==> src/design/slxfr_pkg.sv <==
// Shared types and constants for the sync/length/XOR frame receiver.
// Used by every module of the block; depends on nothing else.
`timescale 1ns / 1ps
`default_nettype none

package slxfr_pkg;

	// Depth of the frame store and the largest run of results one frame may give.
	localparam int STORE_DEPTH = 32;
	localparam int MAX_RESULTS = 31;

	// Largest body length that can still be delivered.
	localparam int FRAME_CAP = (STORE_DEPTH < MAX_RESULTS + 1) ? STORE_DEPTH : MAX_RESULTS + 1;

	localparam int ADDR_W = $clog2(STORE_DEPTH);
	localparam int CNT_W  = $clog2(FRAME_CAP);

	localparam logic [7:0] STORE_DEPTH8 = 8'(STORE_DEPTH);
	localparam logic [7:0] FRAME_CAP8   = 8'(FRAME_CAP);
	localparam logic [7:0] SYNC_BYTE    = 8'h55;

	// Input function codes.
	localparam logic FUNC_BYTE = 1'b0;
	localparam logic FUNC_TICK = 1'b1;

	// Register index, taken from paddr bit 2.
	localparam logic REG_MAX_FRAME = 1'b0;
	localparam logic REG_TIMEOUT   = 1'b1;

	typedef enum logic [1:0] {
		PH_HUNT = 2'd0,
		PH_LEN  = 2'd1,
		PH_BODY = 2'd2
	} phase_t;

	typedef enum logic [2:0] {
		ST_OK       = 3'd0,
		ST_CHECKSUM = 3'd1,
		ST_TOO_LONG = 3'd2,
		ST_TIMEOUT  = 3'd3,
		ST_ZERO_LEN = 3'd4
	} status_t;

	typedef enum logic [1:0] {
		EM_IDLE   = 2'd0,
		EM_STATUS = 2'd1,
		EM_READ   = 2'd2,
		EM_LOAD   = 2'd3
	} emit_state_t;

	// Request from the parser to the emitter at frame end.
	typedef struct packed {
		logic              valid;
		logic              run;
		status_t           status;
		logic [7:0]        length;
		logic [CNT_W-1:0]  count;
	} job_t;

	// Write port of the frame store.
	typedef struct packed {
		logic              en;
		logic [ADDR_W-1:0] addr;
		logic [7:0]        data;
	} wr_t;

endpackage

`default_nettype wire

==> src/design/sync_length_xor_frame_receiver_core.sv <==
// Top level of the sync/length/XOR frame receiver: configuration registers
// on an APB-style port, parser, frame store and result emitter.
// Depends on slxfr_pkg, slxfr_parse, slxfr_store and slxfr_emit.
//
// Channel   Direction  Handshake                     Payload
// item      in         item_valid / item_ready       func, rx_byte
// result    out        result_valid / result_ready   status, data_byte, has_data, last,
//                                                    frame_length
// config    in         psel, penable, pwrite, pready paddr, pwdata, prdata
//
// A tick or a byte that does not end a frame is taken while the emitter is idle,
// and the next item may follow in the next cycle.
// A frame that ends in a status result holds the input off while the emitter
// is in its status state, which it leaves once the output register is free;
// the status result then waits there while further items are taken.
// A good frame with payload holds the input off while its bytes are emitted:
// each byte passes through a frame-store read state and an output-register load
// state, and a load waits while the output register is stalled.
// Reset is asynchronous and needs no clearing pass; the store is only read
// at entries written during the current frame.
`timescale 1ns / 1ps
`default_nettype none

module sync_length_xor_frame_receiver_core (
	input  wire logic        clk,
	input  wire logic        arst_n,
	input  wire logic        item_valid,
	output logic             item_ready,
	input  wire logic        func,
	input  wire logic [7:0]  rx_byte,
	output logic             result_valid,
	input  wire logic        result_ready,
	output logic      [2:0]  status,
	output logic      [7:0]  data_byte,
	output logic             has_data,
	output logic             last,
	output logic      [7:0]  frame_length,
	input  wire logic        psel,
	input  wire logic        penable,
	input  wire logic        pwrite,
	input  wire logic [2:0]  paddr,
	input  wire logic [31:0] pwdata,
	output logic      [31:0] prdata,
	output logic             pready
);

	logic [5:0]  max_frame_q;
	logic [15:0] timeout_q;
	logic        cfg_write;

	slxfr_pkg::job_t job;
	slxfr_pkg::wr_t  wr;
	logic                         emit_busy;
	logic                         rd_en;
	logic [slxfr_pkg::ADDR_W-1:0] rd_addr;
	logic [7:0]                   rd_data;

	// Configuration registers.
	assign pready    = 1'b1;
	assign cfg_write = psel && penable && pwrite && pready;

	always_ff @(posedge clk or negedge arst_n) begin
		if (!arst_n) begin
			max_frame_q <= 6'd32;
			timeout_q   <= 16'd500;
		end else if (cfg_write) begin
			case (paddr[2])
				slxfr_pkg::REG_MAX_FRAME: max_frame_q <= pwdata[5:0];
				slxfr_pkg::REG_TIMEOUT:   timeout_q   <= pwdata[15:0];
				default: ;
			endcase
		end
	end

	// Register read-back.
	always_comb begin
		case (paddr[2])
			slxfr_pkg::REG_MAX_FRAME: prdata = {26'd0, max_frame_q};
			slxfr_pkg::REG_TIMEOUT:   prdata = {16'd0, timeout_q};
			default:                  prdata = '0;
		endcase
	end

	slxfr_parse u_parse (
		.clk        (clk),
		.arst_n     (arst_n),
		.item_valid (item_valid),
		.item_ready (item_ready),
		.func       (func),
		.rx_byte    (rx_byte),
		.emit_busy  (emit_busy),
		.max_frame  (max_frame_q),
		.timeout    (timeout_q),
		.job        (job),
		.wr         (wr)
	);

	slxfr_store u_store (
		.clk     (clk),
		.wr      (wr),
		.rd_en   (rd_en),
		.rd_addr (rd_addr),
		.rd_data (rd_data)
	);

	slxfr_emit u_emit (
		.clk          (clk),
		.arst_n       (arst_n),
		.job          (job),
		.busy         (emit_busy),
		.rd_en        (rd_en),
		.rd_addr      (rd_addr),
		.rd_data      (rd_data),
		.result_valid (result_valid),
		.result_ready (result_ready),
		.status       (status),
		.data_byte    (data_byte),
		.has_data     (has_data),
		.last         (last),
		.frame_length (frame_length)
	);

endmodule

`default_nettype wire

==> src/design/slxfr_store.sv <==
// Frame store: synchronous RAM, one write port and one registered read port.
// Depends on slxfr_pkg for its depth and the write port struct.
`timescale 1ns / 1ps
`default_nettype none

module slxfr_store (
	input  wire logic                          clk,
	input  wire slxfr_pkg::wr_t                wr,
	input  wire logic                          rd_en,
	input  wire logic [slxfr_pkg::ADDR_W-1:0]  rd_addr,
	output logic      [7:0]                    rd_data
);

	logic [7:0] mem [slxfr_pkg::STORE_DEPTH];

	// Write port.
	always_ff @(posedge clk) begin
		if (wr.en) begin
			mem[wr.addr] <= wr.data;
		end
	end

	// Registered read port; data holds while no read is issued.
	always_ff @(posedge clk) begin
		if (rd_en) begin
			rd_data <= mem[rd_addr];
		end
	end

endmodule

`default_nettype wire

==> src/design/slxfr_parse.sv <==
// Frame parser: sync hunt, length, body intake, running XOR and tick timer.
// Writes body bytes into the frame store and hands a request to the emitter
// at frame end. Depends on slxfr_pkg.
`timescale 1ns / 1ps
`default_nettype none

module slxfr_parse (
	input  wire logic                clk,
	input  wire logic                arst_n,
	input  wire logic                item_valid,
	output logic                     item_ready,
	input  wire logic                func,
	input  wire logic [7:0]          rx_byte,
	input  wire logic                emit_busy,
	input  wire logic [5:0]          max_frame,
	input  wire logic [15:0]         timeout,
	output slxfr_pkg::job_t          job,
	output slxfr_pkg::wr_t           wr
);

	slxfr_pkg::phase_t phase_q, phase_d;
	logic [7:0]  expected_q, expected_d;
	logic [7:0]  received_q, received_d;
	logic [7:0]  xor_q, xor_d;
	logic [15:0] idle_q, idle_d;

	logic        accept;
	logic        timed_out;
	logic [7:0]  recv_next;
	logic [7:0]  xor_next;
	logic        body_done;
	logic [7:0]  limit;

	// No new item while the emitter still works on the previous frame.
	assign item_ready = !emit_busy;
	assign accept     = item_valid && item_ready;

	assign timed_out = (idle_q >= timeout);
	assign recv_next = received_q + 8'd1;
	assign xor_next  = xor_q ^ rx_byte;
	assign body_done = (recv_next >= expected_q);
	assign limit     = ({2'b00, max_frame} < slxfr_pkg::FRAME_CAP8) ?
		{2'b00, max_frame} : slxfr_pkg::FRAME_CAP8;

	// Next phase.
	always_comb begin
		phase_d = phase_q;
		if (accept) begin
			if (func == slxfr_pkg::FUNC_TICK) begin
				if (phase_q != slxfr_pkg::PH_HUNT && timed_out) begin
					phase_d = slxfr_pkg::PH_HUNT;
				end
			end else begin
				case (phase_q)
					slxfr_pkg::PH_HUNT: begin
						if (rx_byte == slxfr_pkg::SYNC_BYTE) begin
							phase_d = slxfr_pkg::PH_LEN;
						end
					end
					slxfr_pkg::PH_LEN: begin
						phase_d = (rx_byte == 8'd0) ? slxfr_pkg::PH_HUNT : slxfr_pkg::PH_BODY;
					end
					default: begin
						phase_d = body_done ? slxfr_pkg::PH_HUNT : slxfr_pkg::PH_BODY;
					end
				endcase
			end
		end
	end

	// Counters, store writes and the frame-end request.
	always_comb begin
		expected_d = expected_q;
		received_d = received_q;
		xor_d      = xor_q;
		idle_d     = idle_q;
		job        = '0;
		job.status = slxfr_pkg::ST_OK;
		job.length = expected_q;
		wr.en      = 1'b0;
		wr.addr    = received_q[slxfr_pkg::ADDR_W-1:0];
		wr.data    = rx_byte;
		if (accept) begin
			if (func == slxfr_pkg::FUNC_TICK) begin
				if (phase_q != slxfr_pkg::PH_HUNT) begin
					if (timed_out) begin
						job.valid  = 1'b1;
						job.status = slxfr_pkg::ST_TIMEOUT;
						job.length = (phase_q == slxfr_pkg::PH_LEN) ? 8'd0 : expected_q;
					end else begin
						idle_d = idle_q + 16'd1;
					end
				end
			end else begin
				case (phase_q)
					slxfr_pkg::PH_HUNT: begin
						if (rx_byte == slxfr_pkg::SYNC_BYTE) begin
							idle_d     = '0;
							expected_d = '0;
						end
					end
					slxfr_pkg::PH_LEN: begin
						idle_d     = '0;
						expected_d = rx_byte;
						received_d = '0;
						xor_d      = '0;
						if (rx_byte == 8'd0) begin
							job.valid  = 1'b1;
							job.status = slxfr_pkg::ST_ZERO_LEN;
							job.length = 8'd0;
						end
					end
					default: begin
						idle_d     = '0;
						xor_d      = xor_next;
						received_d = recv_next;
						wr.en      = (received_q < slxfr_pkg::STORE_DEPTH8);
						if (body_done) begin
							job.valid = 1'b1;
							if (expected_q > limit) begin
								job.status = slxfr_pkg::ST_TOO_LONG;
							end else if (xor_next != 8'd0) begin
								job.status = slxfr_pkg::ST_CHECKSUM;
							end else if (expected_q != 8'd1) begin
								// Good frame with payload: emit it as a run.
								job.run   = 1'b1;
								job.count = slxfr_pkg::CNT_W'(expected_q - 8'd1);
							end
						end
					end
				endcase
			end
		end
	end

	// State registers.
	always_ff @(posedge clk or negedge arst_n) begin
		if (!arst_n) begin
			phase_q    <= slxfr_pkg::PH_HUNT;
			expected_q <= '0;
			received_q <= '0;
			xor_q      <= '0;
			idle_q     <= '0;
		end else begin
			phase_q    <= phase_d;
			expected_q <= expected_d;
			received_q <= received_d;
			xor_q      <= xor_d;
			idle_q     <= idle_d;
		end
	end

endmodule

`default_nettype wire

==> src/design/slxfr_emit.sv <==
// Result emitter: turns a frame-end request into one status result or a run
// of payload bytes read from the frame store, into an output register.
// Depends on slxfr_pkg.
`timescale 1ns / 1ps
`default_nettype none

module slxfr_emit (
	input  wire logic                          clk,
	input  wire logic                          arst_n,
	input  wire slxfr_pkg::job_t               job,
	output logic                               busy,
	output logic                               rd_en,
	output logic      [slxfr_pkg::ADDR_W-1:0]  rd_addr,
	input  wire logic [7:0]                    rd_data,
	output logic                               result_valid,
	input  wire logic                          result_ready,
	output logic      [2:0]                    status,
	output logic      [7:0]                    data_byte,
	output logic                               has_data,
	output logic                               last,
	output logic      [7:0]                    frame_length
);

	slxfr_pkg::emit_state_t state_q, state_d;

	logic [slxfr_pkg::CNT_W-1:0] idx_q;
	logic [slxfr_pkg::CNT_W-1:0] count_q;
	slxfr_pkg::status_t          job_status_q;
	logic [7:0]                  job_length_q;

	logic                        result_valid_q;
	slxfr_pkg::status_t          status_q;
	logic [7:0]                  data_byte_q;
	logic                        has_data_q;
	logic                        last_q;
	logic [7:0]                  frame_length_q;

	logic out_free;
	logic run_last;
	logic load_status;
	logic load_data;

	assign out_free = !result_valid_q || result_ready;
	assign run_last = (idx_q == (count_q - slxfr_pkg::CNT_W'(1)));

	// Next state.
	always_comb begin
		state_d = state_q;
		case (state_q)
			slxfr_pkg::EM_IDLE: begin
				if (job.valid) begin
					state_d = job.run ? slxfr_pkg::EM_READ : slxfr_pkg::EM_STATUS;
				end
			end
			slxfr_pkg::EM_STATUS: begin
				if (out_free) begin
					state_d = slxfr_pkg::EM_IDLE;
				end
			end
			slxfr_pkg::EM_READ: begin
				state_d = slxfr_pkg::EM_LOAD;
			end
			slxfr_pkg::EM_LOAD: begin
				if (out_free) begin
					state_d = run_last ? slxfr_pkg::EM_IDLE : slxfr_pkg::EM_READ;
				end
			end
			default: begin
				state_d = slxfr_pkg::EM_IDLE;
			end
		endcase
	end

	// Outputs of the state machine.
	always_comb begin
		busy        = (state_q != slxfr_pkg::EM_IDLE);
		rd_en       = (state_q == slxfr_pkg::EM_READ);
		rd_addr     = slxfr_pkg::ADDR_W'(idx_q);
		load_status = (state_q == slxfr_pkg::EM_STATUS) && out_free;
		load_data   = (state_q == slxfr_pkg::EM_LOAD) && out_free;
	end

	// Control registers.
	always_ff @(posedge clk or negedge arst_n) begin
		if (!arst_n) begin
			state_q        <= slxfr_pkg::EM_IDLE;
			result_valid_q <= 1'b0;
		end else begin
			state_q <= state_d;
			if (load_status || load_data) begin
				result_valid_q <= 1'b1;
			end else if (result_ready) begin
				result_valid_q <= 1'b0;
			end
		end
	end

	// Request capture and run index.
	always_ff @(posedge clk) begin
		if (state_q == slxfr_pkg::EM_IDLE && job.valid) begin
			idx_q        <= '0;
			count_q      <= job.count;
			job_status_q <= job.status;
			job_length_q <= job.length;
		end else if (load_data) begin
			idx_q <= idx_q + slxfr_pkg::CNT_W'(1);
		end
	end

	// Output register payload.
	always_ff @(posedge clk) begin
		if (load_status) begin
			status_q       <= job_status_q;
			data_byte_q    <= 8'd0;
			has_data_q     <= 1'b0;
			last_q         <= 1'b1;
			frame_length_q <= job_length_q;
		end else if (load_data) begin
			status_q       <= slxfr_pkg::ST_OK;
			data_byte_q    <= rd_data;
			has_data_q     <= 1'b1;
			last_q         <= run_last;
			frame_length_q <= job_length_q;
		end
	end

	assign result_valid = result_valid_q;
	assign status       = status_q;
	assign data_byte    = data_byte_q;
	assign has_data     = has_data_q;
	assign last         = last_q;
	assign frame_length = frame_length_q;

	// A new request only arrives while the emitter is idle.
	a_job_when_idle: assert property (@(posedge clk) disable iff (!arst_n)
		job.valid |-> state_q == slxfr_pkg::EM_IDLE)
		else $error("frame-end request while emitter busy");

	// Every store read is followed by the load state that consumes its data.
	a_read_then_load: assert property (@(posedge clk) disable iff (!arst_n)
		state_q == slxfr_pkg::EM_READ |=> state_q == slxfr_pkg::EM_LOAD)
		else $error("store read not followed by load");

	// Payload results always carry status OK.
	a_data_ok: assert property (@(posedge clk) disable iff (!arst_n)
		result_valid_q && has_data_q |-> status_q == slxfr_pkg::ST_OK)
		else $error("payload result with error status");

	// A result without payload is always the only result of its frame.
	a_status_last: assert property (@(posedge clk) disable iff (!arst_n)
		result_valid_q && !has_data_q |-> last_q && data_byte_q == 8'd0)
		else $error("status result not marked last");

endmodule

`default_nettype wire

==> config.mk <==
export PLATFORM = sky130hd
export DESIGN_NAME = sync_length_xor_frame_receiver_core
export DESIGN_NICKNAME = d
export VERILOG_FILES = /design/src/design/slxfr_pkg.sv /design/src/design/sync_length_xor_frame_receiver_core.sv /design/src/design/slxfr_store.sv /design/src/design/slxfr_parse.sv /design/src/design/slxfr_emit.sv
export SDC_FILE = /design/constraint.sdc
export NUM_CORES = 1
export LEC_CHECK = 0
export BUFFER_PORTS_ARGS = -buffer_cell sky130_fd_sc_hd__buf_4
export CAP_MARGIN = 40
export CORE_MARGIN = 5
export CORE_UTILIZATION = 55
export CTS_BUF_LIST = sky130_fd_sc_hd__clkbuf_4 sky130_fd_sc_hd__clkbuf_8 sky130_fd_sc_hd__clkbuf_16
export CTS_CLUSTER_DIAMETER = 40
export DETAILED_ROUTE_END_ITERATION = 8
export PLACE_DENSITY_LB_ADDON = 0.1
export SKIP_CTS_REPAIR_TIMING = 1
export SYNTH_ARGS = -nofsm -noshare
export SYNTH_HDL_FRONTEND = slang
export SYNTH_SLANG_ARGS = --single-unit
==> constraint.sdc <==
create_clock -name clk -period 4.4 [get_ports clk]
set_clock_uncertainty 0.05 [all_clocks]
set_input_delay 0.88 -clock clk [delete_from_list [all_inputs] [get_ports clk]]
set_output_delay 0.88 -clock clk [all_outputs]
set_load 0.1 [all_outputs]
* Word level (Yosys, flattened, before mapping) *
Memory sizes are Yosys's and may differ from the RTL's. A register that Yosys moved wholly into a read port is not among the register bits.
Cells that the tools add are included.

cells by class
  equality and inequality tests = 15
  reduce and logical (&&, ||, !) cells = 29
  bitwise operators = 7
  $add $sub $neg = 5
  magnitude comparators = 5
  muxes and demuxes = 61

operators by type and width
  kind                                                   number
  two-way mux 16 bit                                     5
  one-hot mux 32 bit (2 select lines)                    1
  one-hot mux 8 bit (2 select lines)                     3
  two-way mux 8 bit                                      5
  two-way mux 5 bit                                      7
  two-way mux 11 bit                                     2
  two-way mux 10 bit                                     2
  two-way mux 2 bit                                      10
  two-way mux 18 bit                                     1
  two-way mux 1 bit                                      17
  adder 16 x 1 -> 16 bit, second input constant          1
  greater-or-equal comparator 16 bit                     1
  inequality test 2 x 1 -> 1 bit, second input constant  6
  nonzero test 2 bit                                     5
  subtractor 5 x 1 -> 5 bit, second input constant       2
  two-way mux 3 bit                                      3
  AND reduction 3 bit                                    3
  adder 8 x 1 -> 8 bit, second input constant            1
  equality test 8 x 7 -> 1 bit, second input constant    1
  greater-or-equal comparator 8 bit                      1
  > comparator 8 x 6 -> 1 bit                            1
  zero test 8 bit                                        1
  < comparator 8 x 6 -> 1 bit, second input constant     1
  inequality test 8 x 1 -> 1 bit, second input constant  1
  23 further kinds                                       41

word-level totals
  logic and storage cells = 141
  bits of input ports = 51
  RAM bits = 256
  register bits = 109
  memories = 1
  output and inout port bits = 56

memories
  memory       words  bits a word  rd ports  clocked after Yosys merged registers in  write ports  RTL line           RTL
  u_store.mem  32     8            1         1                                        1            slxfr_store.sv:14  logic [7:0] mem [slxfr_pkg::STORE_DEPTH];

* Depth between registers and ports, before layout *
Gate-level depths: netlist (run 1).

  word-level depth = 11
  mapped depth = 11
  mapped depth without buffers = 10

* By module *
Synthesis (run 1) repeated with hierarchy kept, for this count alone.

unflattened totals
  cells, all modules = 1,022
  area, all modules = 16,294.4 um^2

modules (own cells, without submodules)
  module                               seq. area each (um^2)  instances  area each (um^2)  cells an instance
  slxfr_store                          7,927.6                1          10,133.5          417
  slxfr_parse                          1,051.0                1          3,333.2           393
  slxfr_emit                           1,186.1                1          1,655.3           128
  sync_length_xor_frame_receiver_core  559.3                  1          1,172.4           84

* Least setup slack after synthesis (run 1) *
OpenSTA, ideal clock, no wires.

  path type = input-to-output
  from = input paddr[2]
  to = output prdata[5]
  buffers on the path = 2
  setup slack = 0.106 ns
  stages = 3
  required time = 3.470 ns
  arrival time = 3.364 ns
  cell sequence = clkbuf_1 -> clkbuf_1 -> o21ai_0

between the ends
  word-level cells in the longest chain between the ends = 2

RTL lines
  item                                   RTL line                                   RTL
  start: declaration                     sync_length_xor_frame_receiver_core.sv:41  input wire logic [2:0] paddr,
  NOT 1 bit (no line)                    n/a
  one-hot mux 32 bit (2 select lines) *  sync_length_xor_frame_receiver_core.sv:77  case (paddr[2])
  end: declaration                       sync_length_xor_frame_receiver_core.sv:43  output logic [31:0] prdata,

Mark *: on every way between the ends. The rest lies on a longest branch, timed or not. The select of a mux whose other input is x is not followed.

* Worst setup path after layout (run 1) *
  from = register u_parse.received_q[2]
  to = register u_emit.state_q[0]

between the ends
  word-level cells in the longest chain between the ends = 9
  elaborated cells on any way between the ends = 13
  those cells by class = 1 x add/sub; 1 x order compare; 1 x eq/ne; 9 x mux; 1 x reduce/logical

RTL lines
  item                                 RTL line            RTL
  start: declaration                   slxfr_parse.sv:23   logic [7:0] received_q, received_d;
  start signal: assignment             slxfr_parse.sv:147  received_q <= received_d;
  adder 8 x 1 -> 8 bit *               slxfr_parse.sv:39   assign recv_next = received_q + 8'd1;
  greater-or-equal comparator 8 bit *  slxfr_parse.sv:41   assign body_done = (recv_next >= expected_q);
  two-way mux 5 bit *                  slxfr_parse.sv:118  if (body_done) begin
  two-way mux 1 bit                    slxfr_parse.sv:95   case (phase_q)
  two-way mux 1 bit                    slxfr_parse.sv:84   if (func == slxfr_pkg::FUNC_TICK) begin
  two-way mux 18 bit *                 slxfr_parse.sv:83   if (accept) begin
  two-way mux 2 bit                    slxfr_emit.sv:52    state_d = job.run ? slxfr_pkg::EM_READ : slxfr_pkg::EM_STATUS;
  two-way mux 2 bit                    slxfr_emit.sv:51    if (job.valid) begin
  one-hot mux 2 bit (4 select lines)   slxfr_emit.sv:49    case (state_q)
  end signal: assignment               slxfr_emit.sv:86    state_q <= slxfr_pkg::EM_IDLE;
  end signal: assignment               slxfr_emit.sv:89    state_q <= state_d;
  end: declaration                     slxfr_emit.sv:24    slxfr_pkg::emit_state_t state_q, state_d;

Marks and branches as above.
A chain may end at the register's enable or synchronous reset.

==> results of run 1 <==
per-stage QoR:
stage                     setup WS [ps]  total power (uW)  area, um^2  std cells
after floorplan                     106              6810       16100       1020
after global placement              826              7670       17200       1460
after detailed placement            728              7740       17300       1465
after CTS                           706             11300       18700       1546
after global routing                387             11700       18700       1546
final                               708             11200       18700       1547
critical path, cell delays in order (launching register included):
cell and delay, ps:
dfrtp_1 560, nand3_1 310, nor3_1 450, nand3_1 150, xnor2_1 180, ha_1 330, nand4_1 90, o311ai_0 460
and2_1 280, o2111ai_1 350, a2bb2o_1 360
final cells by class:
class,instances,area (um^2)
fillers,2035,10100
multi-input cells,553,4940
diodes,1,2.50
clock inverters,30,293
well taps,384,480
repair buffers,119,961
clock buffers,51,1170
inverters,36,135
flip-flops and latches,373,10700
kinds of logic (layout without fill, tap and decap cells):
family                   after synthesis  in the layout
AND/OR/NAND/NOR                      248            248
adder cells (fa/ha/maj)               39             39
AO/OA/AOI/OAI                        103            103
multiplexers                         120            120
flip-flops                           373            373
buffers and inverters                 94            236
other                                  2             18
XOR/XNOR                              26             26
power by group:
part           total, uW  internal, uW  switching [uW]
registers           4450          4090             356
logic               3190          1390            1810
clock network       3550          2120            1440
cells in the final DEF, fill, tap and decap left out, types with 5 or more instances in the layout:
| master | n |
|---|---|
| a21o_1 | 5 |
| a21oi_1 | 22 |
| a22o_1 | 13 |
| and2_1 | 24 |
| and3_1 | 7 |
| buf_4 | 113 |
| clkbuf_16 | 45 |
| clkbuf_4 | 6 |
| clkinv_1 | 5 |
| clkinv_2 | 7 |
| conb_1 | 17 |
| dfrtp_1 | 60 |
| dfstp_2 | 7 |
| dfxtp_1 | 13 |
| edfxtp_1 | 291 |
| ha_1 | 39 |
| inv_1 | 36 |
| inv_6 | 6 |
| mux2_2 | 35 |
| mux2i_1 | 5 |
| mux4_2 | 80 |
| nand2_1 | 67 |
| nand2b_1 | 9 |
| nand3_1 | 21 |
| nand4_1 | 12 |
| nor2_1 | 66 |
| nor4_1 | 7 |
| o21a_1 | 5 |
| o21ai_0 | 27 |
| o31ai_1 | 11 |
| or4_1 | 10 |
| xnor2_1 | 12 |
| xor2_1 | 14 |
metal layers:
layer  vias to the layer above  GRT usage
met5                         -          0
met4                         0     0.0445
met3                        42     0.0372
met2                       235      0.326
li1                       4095          -
met1                      4587      0.321
registers in the layout, summed over array words and instances, names as in the netlist, 8 cells and up:
| name | count |
|---|---|
| u_emit.data_byte | 8 |
| u_emit.job_length_q | 8 |
| u_parse.xor_q | 8 |
| u_store.mem | 256 |
| u_parse.idle_q | 16 |
| u_emit.frame_length | 8 |
| timeout_q | 16 |
| u_parse.received_q | 8 |
| u_store.rd_data | 8 |
| u_parse.expected_q | 8 |
worst paths after layout:
kind,from,to,slack (ps),cells after the start
worst min-delay path,arst_n,u_emit.state_q[1],140,1
worst min register to register,u_emit.job_length_q[6],u_emit.frame_length[6],370,0
max in group asynchronous,arst_n,timeout_q[8],3530,2
worst max register to register,u_parse.received_q[2],u_emit.state_q[0],710,10
min in group clk,u_emit.job_length_q[6],u_emit.frame_length[6],370,0
worst max-delay path,u_parse.received_q[2],u_emit.state_q[0],710,10
==> key figures, run 1 <==
Pwr
  • Leakage component of the power: a little under 0.007 uW
  • Cell area power density: 598 nW/um^2
  • Highest ir drop seen on vdd: about 0.39 mV

Global route
  • Number of antenna violations at the first check in global routing: 0
  • Overall global routing resource usage: 0.211
  • Vias in the first global route: approximately 9000
  • Wire length of the first global-routing pass: approximately 54 mm
  • Maximum number of pins on one net before global-route repair: 55
  • Overflow left after global routing: 0

Logic synthesis
  • Mux cell area share after synthesis: 0.140
  • Main combinational cell family by area after synthesis: multiplexers
  • Xor/xnor share of the synthesized area: 0.0142
  • Cell types with the largest area share after synthesis: edfxtp_1 55%, mux4_2 11%, dfrtp_1 9.4%
  • Most instantiated cells after synthesis: 291 x edfxtp_1, 80 x mux4_2, 67 x nand2_1
  • Dominant synthesized flop cell: edfxtp_1
  • Synth cell types: between 50 and 60
  • Arithmetic-cell share of the synthesized area counting full adders, half adders and majority gates: 0.0304
  • Fraction of the mapped netlist area in simple logic gates: 0.0777
  • Number of warnings printed during yosys synthesis: 0
  • Post-synthesis instance area: 16000 um^2
  • Synth area leader: edfxtp_1
  • Number of synthesized register bits: around 370
  • Synth Area in Compound Gates: 0.0417
  • Part of the Yosys area used for sequential elements: 0.669
  • Gate Count Post-Synth: approximately 1000
  • Post-synth ARST share: 0.180
  • Most instantiated library cell after synthesis: edfxtp_1
  • Proportion of netlist area held by the largest area contributor: 0.545
  • Average cell area after synthesis: 16.0 um^2
  • Number of enable-type register cells in the synthesized netlist: approximately 290

Clock tree
  • Clock Latency Late Sink: 540 ps
  • Number of buffers added by the clock tree synthesis step: 45
  • Clock tree from TritonCTS: done
  • CTS sink cnt: between 300 and 400
  • H-tree lvl count: 2
  • Maximum count of clock buffers along a single path: 3
  • Clock input transition at the sequential cells of the worst setup and hold paths: 60 ps
  • Root buffer cell: clkbuf_16

Worst setup path
  • Maximum fanout count along the critical path: 12
  • Worst setup SP type: flip-flop
  • Critical path class: reg -> reg
  • Worst EP required: 4780 ps
  • Worst endpoint data arrival time: ~4100 ps
  • Crit end category: flip-flop

Detailed routing
  • Top sig layer: met4
  • 1st-pass router iterations: 5
  • Length of routed met3 wiring: around 2 mm
  • Vias after detailed routing: roughly 9000
  • Detailed-route vias per instance: a little under 6
  • Avg WL per Cell: approximately 22 um
  • Amount of wire on met2 after detailed routing: ~16 mm
  • Drt initial violations: roughly 600
  • Remaining antenna violation count: 0
  • Remaining routing DRC violations: 0
  • Met1 routed wirelength after detailed routing: 15.3 mm
  • Wire length after detailed routing: approximately 34 mm

Min path
  • Worst min-delay path class: in -> async

Finish
  • Final standard cell utilization of the core: 0.650
  • Layout area overhead: 16.8%
  • Post-layout net count: roughly 1200
  • Layout cells sized above 1: 0.282

Floorplan
  • Std cell rows: 62
  • Core box area: between 20000 and 30000 um^2
  • Die H: 181 um
  • Starting Density: 0.557
  • Count of pins on the block boundary: ~110
  • Die Footprint: 32700 um^2
  • Die Width: between 150 and 200 um

Placement
  • Input/output buffers: around 70
  • Detailed-placement wirelength estimate: 21.7 mm
  • Final weighted congestion of routability-driven global placement: ~0.77

Job
  • Max-capacitance violation count: 0

Timing
  • Hold Vio Cnt, Final: 0
  • Max-slew violation total from the final report: 0
  • Total of endpoints with negative setup slack in the final report: 0
  • Fmax achieved: 0.271 GHz
  • Slew at the pin with the worst max-slew slack: around 750 ps
  • Period Utilization, post-route: 0.839
  • Unrepaired setup endpoints after global routing: no
  • Tmin final: approximately 3700 ps
  • Worst hold margin: approximately 140 ps
  • Worst slew margin: 0.500
  • Accumulated negative setup slack: 0 ps

Status
  • Run status: finished, final reports clean
(Power assumes the default switching activity.)
==> run 2, diff against run 1 <==
- clock period: 4.4 -> 3.22 ns (I/O delays scaled with it)
==> run 2 against run 1 <==
Global-route usage rose by 0.58 points. Register-to-register slack worse by 540 ps. Routed wire length is 3.9% higher. Non-clock buffer count grew 28. Design area grew 1.8%. First-iteration DRC count increased by 17%. Combinational power up 48%. Sequential cell count unchanged. Worst hold slack improved by 160 ps.
==> key figures, run 2 (same netlist as run 1, synthesis figures left out) <==
Status
  • Run status: finished, final reports clean (unchanged)

Worst setup path
  • Critical path class: reg -> reg (unchanged)
  • Maximum fanout count along the critical path: 6 (was 12)
  • Worst setup SP type: flip-flop (unchanged)
  • Worst reg-to-reg path cell count: 9 (was 10)
  • Worst EP required: 3580 ps (was 4780 ps)
  • Worst endpoint data arrival time: 3420 ps (was 4070 ps)
  • Crit end category: flip-flop (unchanged)

Clock tree
  • Root buffer cell: clkbuf_16 (unchanged)
  • Clock Latency Late Sink: 540 ps (about the same)
  • Clock tree from TritonCTS: done (unchanged)
  • Maximum count of clock buffers along a single path: 3 (unchanged)
  • Clock input transition at the sequential cells of the worst setup and hold paths: 60 ps (about the same)
  • Number of buffers added by the clock tree synthesis step: 47 (was 45)
  • CTS sink cnt: 373 (unchanged)
  • H-tree lvl count: 2 (unchanged)

Finish
  • Largest registers: u_store.mem (256), timeout_q (16), u_parse.idle_q (16) (unchanged)
  • Final standard cell utilization of the core: 0.662 (was 0.650)
  • Most flops, register: u_store.mem (unchanged)
  • Commonest cells after routing, fill and taps aside: 291 x edfxtp_1, 140 x buf_4, 80 x mux4_2 (was 291 x edfxtp_1, 113 x buf_4, 80 x mux4_2)
  • Number of flip-flops in the largest register: 256 (unchanged)
  • Layout area overhead: 18.8% (was 16.8%)
  • Ant diodes: 0 (was 1)
  • Commonest non-fill, non-tap cell in the layout: edfxtp_1 (unchanged)
  • Post-layout net count: 1249 (was 1218)
  • Layout cells sized above 1: 0.309 (was 0.282)

Job
  • Max-capacitance violation count: 0 (unchanged)

Detailed routing
  • Wire length after detailed routing: 35.0 mm (was 33.7 mm)
  • Remaining antenna violation count: 0 (unchanged)
  • Vias after detailed routing: 9081 (was 8959)
  • Detailed-route vias per instance: 5.75 (was 5.79)
  • Drt initial violations: 724 (was 617)
  • Remaining routing DRC violations: 0 (unchanged)
  • Avg WL per Cell: 22.2 um (was 21.8 um)
  • 1st-pass router iterations: 5 (unchanged)

Floorplan
  • Count of pins on the block boundary: 107 (unchanged)
  • Std cell rows: 62 (unchanged)
  • Die H: 181 um (unchanged)
  • Die Footprint: 32700 um^2 (unchanged)
  • Core box area: 28800 um^2 (unchanged)
  • Starting Density: 0.557 (unchanged)
  • Die Width: 181 um (unchanged)

Pwr
  • Fraction of power consumed by sequential logic: 0.381 (was 0.397)
  • Leakage component of the power: 0.00707 uW (was 0.00688 uW)
  • Internal Power: 10600 uW (was 7600 uW)
  • Fraction of power spent switching nets: 0.321 (about the same)
  • Clock share of power: 0.316 (was 0.317)
  • Highest ir drop seen on vdd: 0.460 mV (was 0.385 mV)
  • Combinational Power Share: 0.303 (was 0.285)
  • Cell area power density: 820 nW/um^2 (was 598 nW/um^2)
  • Psw: 5020 uW (was 3600 uW)

Timing
  • Total of endpoints with negative setup slack in the final report: 0 (unchanged)
  • Hold Vio Cnt, Final: 0 (unchanged)
  • Unrepaired setup endpoints after global routing: no (unchanged)
  • Fmax achieved: 0.327 GHz (was 0.271 GHz)
  • Worst slew margin: 0.322 (was 0.500)
  • Slew at the pin with the worst max-slew slack: 991 ps (was 750 ps)
  • Tmin final: 3050 ps (was 3690 ps)
  • Period Utilization, post-route: 0.949 (was 0.839)
  • Worst hold margin: 300 ps (was 144 ps)
  • Max-slew violation total from the final report: 0 (unchanged)

Global route
  • Vias in the first global route: 9226 (was 9037)
  • Wire length of the first global-routing pass: 54.9 mm (was 53.8 mm)
  • Overflow left after global routing: 0 (unchanged)
  • Maximum number of pins on one net before global-route repair: 64 (was 55)
  • Overall global routing resource usage: 0.217 (was 0.211)
  • Number of antenna violations at the first check in global routing: 0 (unchanged)

Placement
  • Detailed-placement wirelength estimate: 22.9 mm (was 21.7 mm)
  • Final weighted congestion of routability-driven global placement: 0.796 (was 0.770)
  • Input/output buffers: 71 (unchanged)

Min path
  • Hold Path Cell Cnt: 2
  • Worst min-delay path class: in -> reg (was in -> async)
==> run 2: final timing paths <==
| kind | from | to | slack (ps) |
|---|---|---|---|
| max in group asynchronous | arst_n | timeout_q[8] | 2120 |
| min in group asynchronous | arst_n | u_emit.state_q[0] | 430 |
| worst min register to register | u_emit.job_length_q[2] | u_emit.frame_length[2] | 360 |
| worst min-delay path | pwdata[6] | timeout_q[6] | 300 |
| worst max register to register | u_parse.received_q[0] | u_emit.state_q[0] | 170 |
| worst max-delay path | u_parse.received_q[0] | u_emit.state_q[0] | 170 |
==> run 2: area by class of cell <==
cell class | instances | area, um^2
tap | 384 | 480
fill | 2005 | 9730
multi-input combinational | 554 | 5000
inverter | 36 | 135
timing repair buffer | 147 | 1190
sequential | 373 | 10700
clock buffer | 58 | 1300
clock inverter | 27 | 211
==> run 2: per-layer routing <==
layer	up-vias	global-route usage	wire length (um)
li1	4173	-	-
met1	4597	0.315	15400
met2	256	0.345	16900
met3	55	0.0434	2030
met4	0	0.0481	652
met5	-	0	0
==> run 2: power groups by stage <==
stage / Sequential (uW) / Clock [uW] / Combinational [uW]
2_1_floorplan: 6330 / 0 / 2970
3_3_place_gp: 6030 / 0 / 4660
3_5_place_dp: 6040 / 0 / 4710
4_1_cts: 5950 / 5030 / 4740
5_1_grt: 5990 / 5290 / 5090
6_report: 5950 / 4940 / 4730
==> run 2: metrics by stage <==
step	cells	instance area, um^2	TNS (ps)	worst slack (ps)	total power [uW]
after floorplan	1020	16100	0	89.3	9300
after global placement	1487	17400	0	42.6	10700
after detailed placement	1489	17400	-21.6	-21.6	10800
after CTS	1574	18900	-42.6	-42.6	15700
after global routing	1579	19000	0	56.2	16400
final	1579	19000	0	165	15600
==> run 2: critical path, stage by stage (launching register included) <==
cell       delay (ps)
dfrtp_2           420
inv_1             100
ha_1              330
ha_1              290
a2111oi_0         410
o311ai_0          210
buf_4             170
and2_4            180
a311o_2           460
a2bb2o_1          310
